### config.mk
export PLATFORM = sky130hd
export DESIGN_NAME = tbis_queue
export DESIGN_NICKNAME = d
export VERILOG_FILES = /design/src/hw/rtl/tape_bytecode_interpreter_step_assert.svh /design/src/hw/rtl/tbis_pkg.sv /design/src/hw/rtl/tbis_queue.sv
export SDC_FILE = /design/constraint.sdc
export NUM_CORES = 1
export LEC_CHECK = 0
export ABC_CLOCK_PERIOD_IN_PS = 3000
export BUFFER_PORTS_ARGS = -buffer_cell sky130_fd_sc_hd__clkbuf_2
export CORE_UTILIZATION = 53
export CTS_BUF_LIST = sky130_fd_sc_hd__clkbuf_8
export DETAILED_ROUTE_END_ITERATION = 16
export PLACE_DENSITY = 0.82
export SYNTH_ARGS = -nofsm -noshare
export SYNTH_HDL_FRONTEND = slang
export SYNTH_SLANG_ARGS = --single-unit
### constraint.sdc
create_clock -name clk_i -period 3 [get_ports clk_i]
set_clock_uncertainty 0.05 [all_clocks]
set_input_delay 0.3 -clock clk_i [delete_from_list [all_inputs] [get_ports clk_i]]
set_output_delay 0.3 -clock clk_i [all_outputs]
set_load 0.1 [all_outputs]
### src/hw/rtl/tape_bytecode_interpreter_step_assert.svh
// Assertion macros used by the tape interpreter execute unit RTL.
`ifndef TAPE_BYTECODE_INTERPRETER_STEP_ASSERT_SVH
`define TAPE_BYTECODE_INTERPRETER_STEP_ASSERT_SVH

`ifndef SYNTHESIS
`define TBIS_ASSERT(lbl, clk, rst_n, prop) \
  lbl: assert property (@(posedge clk) disable iff (!rst_n) (prop)) \
    else $error("tbis assertion failed");
`define TBIS_ASSERT_MSG(lbl, clk, rst_n, prop, msg) \
  lbl: assert property (@(posedge clk) disable iff (!rst_n) (prop)) \
    else $error(msg);
`else
`define TBIS_ASSERT(lbl, clk, rst_n, prop)
`define TBIS_ASSERT_MSG(lbl, clk, rst_n, prop, msg)
`endif

`endif

### src/hw/rtl/tbis_pkg.sv
// Shared types and constants of the tape interpreter.
package tbis_pkg;

  localparam int unsigned TapeCells = 32768;
  localparam int unsigned DpW       = $clog2(TapeCells);
  localparam int unsigned PcW       = 17;
  localparam int unsigned QDepth    = 2;
  localparam int unsigned QPtrW     = (QDepth > 1) ? $clog2(QDepth) : 1;
  localparam int unsigned QCntW     = $clog2(QDepth + 1);

  typedef enum logic [2:0] {
    OP_PTR_INC = 3'd0,
    OP_PTR_DEC = 3'd1,
    OP_INC     = 3'd2,
    OP_DEC     = 3'd3,
    OP_PUT     = 3'd4,
    OP_GET     = 3'd5,
    OP_NOP     = 3'd6,
    OP_JUMP    = 3'd7
  } op_e;

  typedef enum logic [3:0] {
    CMD_PTR_INC  = 4'd0,
    CMD_PTR_DEC  = 4'd1,
    CMD_INC      = 4'd2,
    CMD_DEC      = 4'd3,
    CMD_PUT      = 4'd4,
    CMD_GET      = 4'd5,
    CMD_NOP      = 4'd6,
    CMD_JMP_FWD  = 4'd7,
    CMD_JMP_BACK = 4'd8
  } cmd_e;

  typedef struct packed {
    cmd_e        kind;
    logic [15:0] target;
    logic [7:0]  in_char;
  } cmd_t;

  typedef struct packed {
    logic [15:0] next_pc;
    logic        put_valid;
    logic [7:0]  put_char;
    logic        led_level;
    logic        done_res;
  } res_t;

endpackage

### src/hw/rtl/tbis_queue.sv
// Short command queue between front end and execute unit.
module tbis_queue (
  input  logic           clk_i,
  input  logic           rst_ni,
  input  logic           push_valid_i,
  output logic           push_ready_o,
  input  tbis_pkg::cmd_t push_cmd_i,
  output logic           pop_valid_o,
  input  logic           pop_ready_i,
  output tbis_pkg::cmd_t pop_cmd_o
);

  localparam logic [tbis_pkg::QPtrW-1:0] PtrLast = tbis_pkg::QPtrW'(tbis_pkg::QDepth - 1);
  localparam logic [tbis_pkg::QCntW-1:0] CntFull = tbis_pkg::QCntW'(tbis_pkg::QDepth);

  tbis_pkg::cmd_t                 slot_q [tbis_pkg::QDepth];
  logic [tbis_pkg::QPtrW-1:0]     wr_ptr_q, wr_ptr_d, rd_ptr_q, rd_ptr_d;
  logic [tbis_pkg::QCntW-1:0]     cnt_q, cnt_d;
  logic                           push, pop;

  assign push_ready_o = (cnt_q != CntFull);
  assign pop_valid_o  = (cnt_q != '0);
  assign pop_cmd_o    = slot_q[rd_ptr_q];
  assign push         = push_valid_i && push_ready_o;
  assign pop          = pop_valid_o && pop_ready_i;

  always_comb begin
    wr_ptr_d = wr_ptr_q;
    rd_ptr_d = rd_ptr_q;
    cnt_d    = cnt_q;
    if (push) begin
      wr_ptr_d = (wr_ptr_q == PtrLast) ? '0 : wr_ptr_q + tbis_pkg::QPtrW'(1);
    end
    if (pop) begin
      rd_ptr_d = (rd_ptr_q == PtrLast) ? '0 : rd_ptr_q + tbis_pkg::QPtrW'(1);
    end
    if (push && !pop) begin
      cnt_d = cnt_q + tbis_pkg::QCntW'(1);
    end else if (pop && !push) begin
      cnt_d = cnt_q - tbis_pkg::QCntW'(1);
    end
  end

  always_ff @(posedge clk_i or negedge rst_ni) begin
    if (!rst_ni) begin
      wr_ptr_q <= '0;
      rd_ptr_q <= '0;
      cnt_q    <= '0;
    end else begin
      wr_ptr_q <= wr_ptr_d;
      rd_ptr_q <= rd_ptr_d;
      cnt_q    <= cnt_d;
    end
  end

  always_ff @(posedge clk_i) begin
    if (push) begin
      slot_q[wr_ptr_q] <= push_cmd_i;
    end
  end

endmodule

=== Word level (Yosys, flattened, before mapping) ===
Memory sizes are Yosys's and may differ from the RTL's.
Cells that the tools add are included.

* Muxes and demuxes: 6
* Reduce and logical (&&, ||, !) cells: 8
* Equality and inequality tests: 1
* Add/sub/neg operators: 4

{| class="wikitable"
|+ Operators by type and width
! operator !! count
|-
| logical AND 1 bit || 4
|-
| 2-to-1 mux 1 bit || 4
|-
| 2-to-1 mux 2 bit || 2
|-
| nonzero test 2 bit || 2
|-
| adder 1 bit (second input constant) || 2
|-
| adder 2 x 1 -> 2 bit (second input constant) || 1
|-
| logical NOT 1 bit || 2
|-
| inequality test 2 bit (second input constant) || 1
|-
| subtractor 2 x 1 -> 2 bit (second input constant) || 1
|}

* Bits in writable memories: 56
* Input port bits: 32
* Memories: 1
* Flip-flop bits (word level): 4

{| class="wikitable"
|+ Memories
! memory !! words !! bits a word !! rd ports !! clocked after memory_dff !! write ports !! line !! text
|-
| slot_q || 2 || 28 || 1 || 0 || 1 || tbis_queue.sv:16 || <nowiki>tbis_pkg::cmd_t slot_q [tbis_pkg::QDepth];</nowiki>
|}

=== Depth between registers and ports, before layout ===
* Depth in word-level cells: 6
* Depth in mapped cells: 7
* Gate-level depth less buffers: 7

=== Worst setup path after synthesis ===
OpenSTA, ideal clock, no wires.

* Path type: flip-flop to flip-flop
* Start point: register cnt_q[0] in the netlist's numbering
* End point: memory slot_q[0][0] in the netlist's numbering (enable)
* Library setup time: 0.413 ns
* Data arrival time: 2.677 ns
* Stages on the path, launching flop included: 4
* Period minus slack after synthesis: 3.140 ns
* Buffers on the path: 0
* Path slack: -0.140 ns
* Required time: 2.537 ns
* Path through: dfrtp_1 nand2b_1 nand2_1 nor2_1

* Cells in the longest elaborated chain, start to end: 4

{| class="wikitable"
|+ RTL lines
! item !! line !! text
|-
| from (decl) || tbis_queue.sv:18 || <nowiki>logic [tbis_pkg::QCntW-1:0] cnt_q, cnt_d;</nowiki>
|-
| from (signal assigned) || tbis_queue.sv:52 || <nowiki>cnt_q <= cnt_d;</nowiki>
|-
| inequality test 2 bit || tbis_queue.sv:21 || <nowiki>assign push_ready_o = (cnt_q != CntFull);</nowiki>
|-
| net push_ready_o || tbis_queue.sv:6 || <nowiki>output logic push_ready_o,</nowiki>
|-
| logical AND 1 bit || tbis_queue.sv:24 || <nowiki>assign push = push_valid_i && push_ready_o;</nowiki>
|-
| 2-to-1 mux 1 bit || tbis_queue.sv:57 || <nowiki>if (push) begin</nowiki>
|-
| 2-to-1 mux 1 bit (not written as such) || tbis_queue.sv:58 || <nowiki>slot_q[wr_ptr_q] <= push_cmd_i;</nowiki>
|-
| to (decl) || tbis_queue.sv:16 ||
|}

The timed path passes the listed nets, and every way through them passes these cells.

==> metrics.yaml <==
finish:
  num_antenna_cells: 0
  drive_gt1_share_pct: 56.3
  nNetsFinal: 212
  finalInstanceArea_um2: 2790
  area_growth_syn_to_layout_pct: 23.1
  multi_input_area_um2: 445
  final_common_cell: "clkbuf_2"
  filler_cell_count: 291
  regArea_um2: 1780
  mostFrequentLayoutCells: "clkbuf_2 (61), edfxtp_1 (56), mux2_2 (18)"
  fin_util_pct: 68.6
floorplan:
  core_area_um2: 4060
  floorplan.rows: 23
  start_util_pct: 55.8
  die_w_um: 67.3
  fp.dieArea_um2: 4530
  io-pin-count: 62
  die_h_um: 67.3
sta:
  final-hold-violation-count: 0
  grt_setup_unrepaired: "no"
  setup-tns-final_ps: 0
  post-route-min-period_ps: 2050
  setup_viol: 0
  max_freq_mhz: 488
  max_slew_margin_pct: 63.7
  worst_slew_pin_slew_ps: 547
  slew_violations: 0
  period_share_pct: 68.3
global_routing:
  first_global_vias: 1193
  antenna_found_initial: 0
  grt_max_degree: 21
  grtUsageTotal_pct: 17.9
  grt.overflow.total: 0
  grt_pass1_wl_um: 5330
setup_path:
  critPathCaptureType: "output port"
  slowest_delay_ps: 380
  cp.required_ps: 2650
  path_class: "flip-flop to output port"
  worstSetupStartpointType: "flip-flop"
  path_cells: "buf_4, mux2_2, clkbuf_2"
  arrival_ps: 1700
  cpMaxStageDelayCell: "mux2_2"
  worstPathMaxFanout: 17
clock_tree:
  post-cts-setup-buffers: 0
  htree_levels: 3
  cts_inserted_buffers: 9
  cts_buffer_depth: 2
  cts_root_buffer: "clkbuf_8"
  holdBufCountCts: 1
  cts_tree: "built"
  clock_latency_ps: 320
  ctsResizeCount: 0
  cts_sinks: 60
  path_clk_slew_ps: 60
synth:
  yosysUniqueCellTypes: 16
  ys_seq_area_share_pct: 78.8
  yosysWarnings: 0
  ys_ff_latch: 60
  syn_area_um2: 2260
  syn_avg_cell_area_um2: 21.5
  synthCells: 105
  syn_nets: 138
route:
  routed_wl_um: 3400
  ant_nets: 0
  drc: 0
  vias: 1153
  drt-initial-drc-count: 67
  wire_per_inst_um: 14.6
  first_pass_iters: 3
  routed_via_density: 4.95
placement:
  gp_congestion: 0.636
  numPortBuffers: 61
  place_area_um2: 2630
  hpwl_um: 2410
worst_hold_path:
  hold_path_class: "input port to flip-flop"
flow_run:
  drv_cap: 0
status:
  outcome: "finished, final reports clean"
## sequential cells by signal (all words and copies together), names as in the netlist
register	flops
cnt_q	2
wr_ptr_q	1
slot_q	56
rd_ptr_q	1
## area by class of cell
class	count	area share, %
sequential	60	64.0
multi-input combinational	41	16.0
timing repair buffer	66	12.4
clock buffer	9	4.45
tap	50	2.25
clock inverter	6	0.809
inverter	1	0.135
## cells by family (layout without fill, tap and decap cells)
kind of cell             after synthesis  after routing  share of synthesized area (%)
XOR/XNOR                               5              5                           1.94
flip-flops                            60             60                           78.8
adder cells (fa/ha/maj)                1              1                          0.553
AND/OR/NAND/NOR                        7              7                           1.49
buffers and inverters                  4             82                           1.66
multiplexers                          28             28                           15.6
## metrics by stage
step | hold WS [ps] | cells | setup WS (ps)
2_1_floorplan | -45.6 | 105 | 307
3_3_place_gp | 59.9 | 217 | 1280
3_5_place_dp | 66.9 | 217 | 1150
4_1_cts | 98.8 | 233 | 918
5_1_grt | 97.7 | 233 | 879
6_report | 115 | 233 | 950
## synthesized netlist by cell type
master	n	area (um2)
and3_1	1	6.26
nand2b_1	1	6.26
buf_6	1	11.3
buf_8	1	15.0
nor2_1	2	7.51
xnor2_1	3	26.3
xor2_1	2	17.5
nand2_1	2	7.51
dfrtp_1	4	100
ha_1	1	12.5
mux2_2	18	203
buf_4	1	7.51
or2_1	1	6.26
edfxtp_1	56	1680
mux2_4	10	150
inv_1	1	3.75
## critical path: cells and delay by family (launching register included)
kind / cells / cell delay, ps
buf+inv: 2 / 660
mux: 1 / 380
flops: 1 / 340
## final timing paths
check | startpoint | to | slack, ps | depth (start not counted)
max | rd_ptr_q | pop_cmd_o[18] | 950 | 3
max reg2reg | cnt_q[0] | slot_q[0][0] | 1180 | 4
max in group asynchronous | rst_ni | rd_ptr_q | 2500 | 2
min reg2reg | wr_ptr_q | wr_ptr_q | 470 | 1
min in group asynchronous | rst_ni | cnt_q[1] | 270 | 2
min | push_cmd_i[9] | slot_q[0][9] | 120 | 1
## per-layer routing
layer  GRT usage (%)  vias up  routed length [um]
li1                -      550                   -
met4            13.0        0                  76
met5               0        -                   0
met3            6.76        8                 201
met2            28.4       49                1720
met1            19.5      546                1400
Power is not shown: default switching activity piles up to over one toggle a cycle in this logic, so the estimate is an artifact.
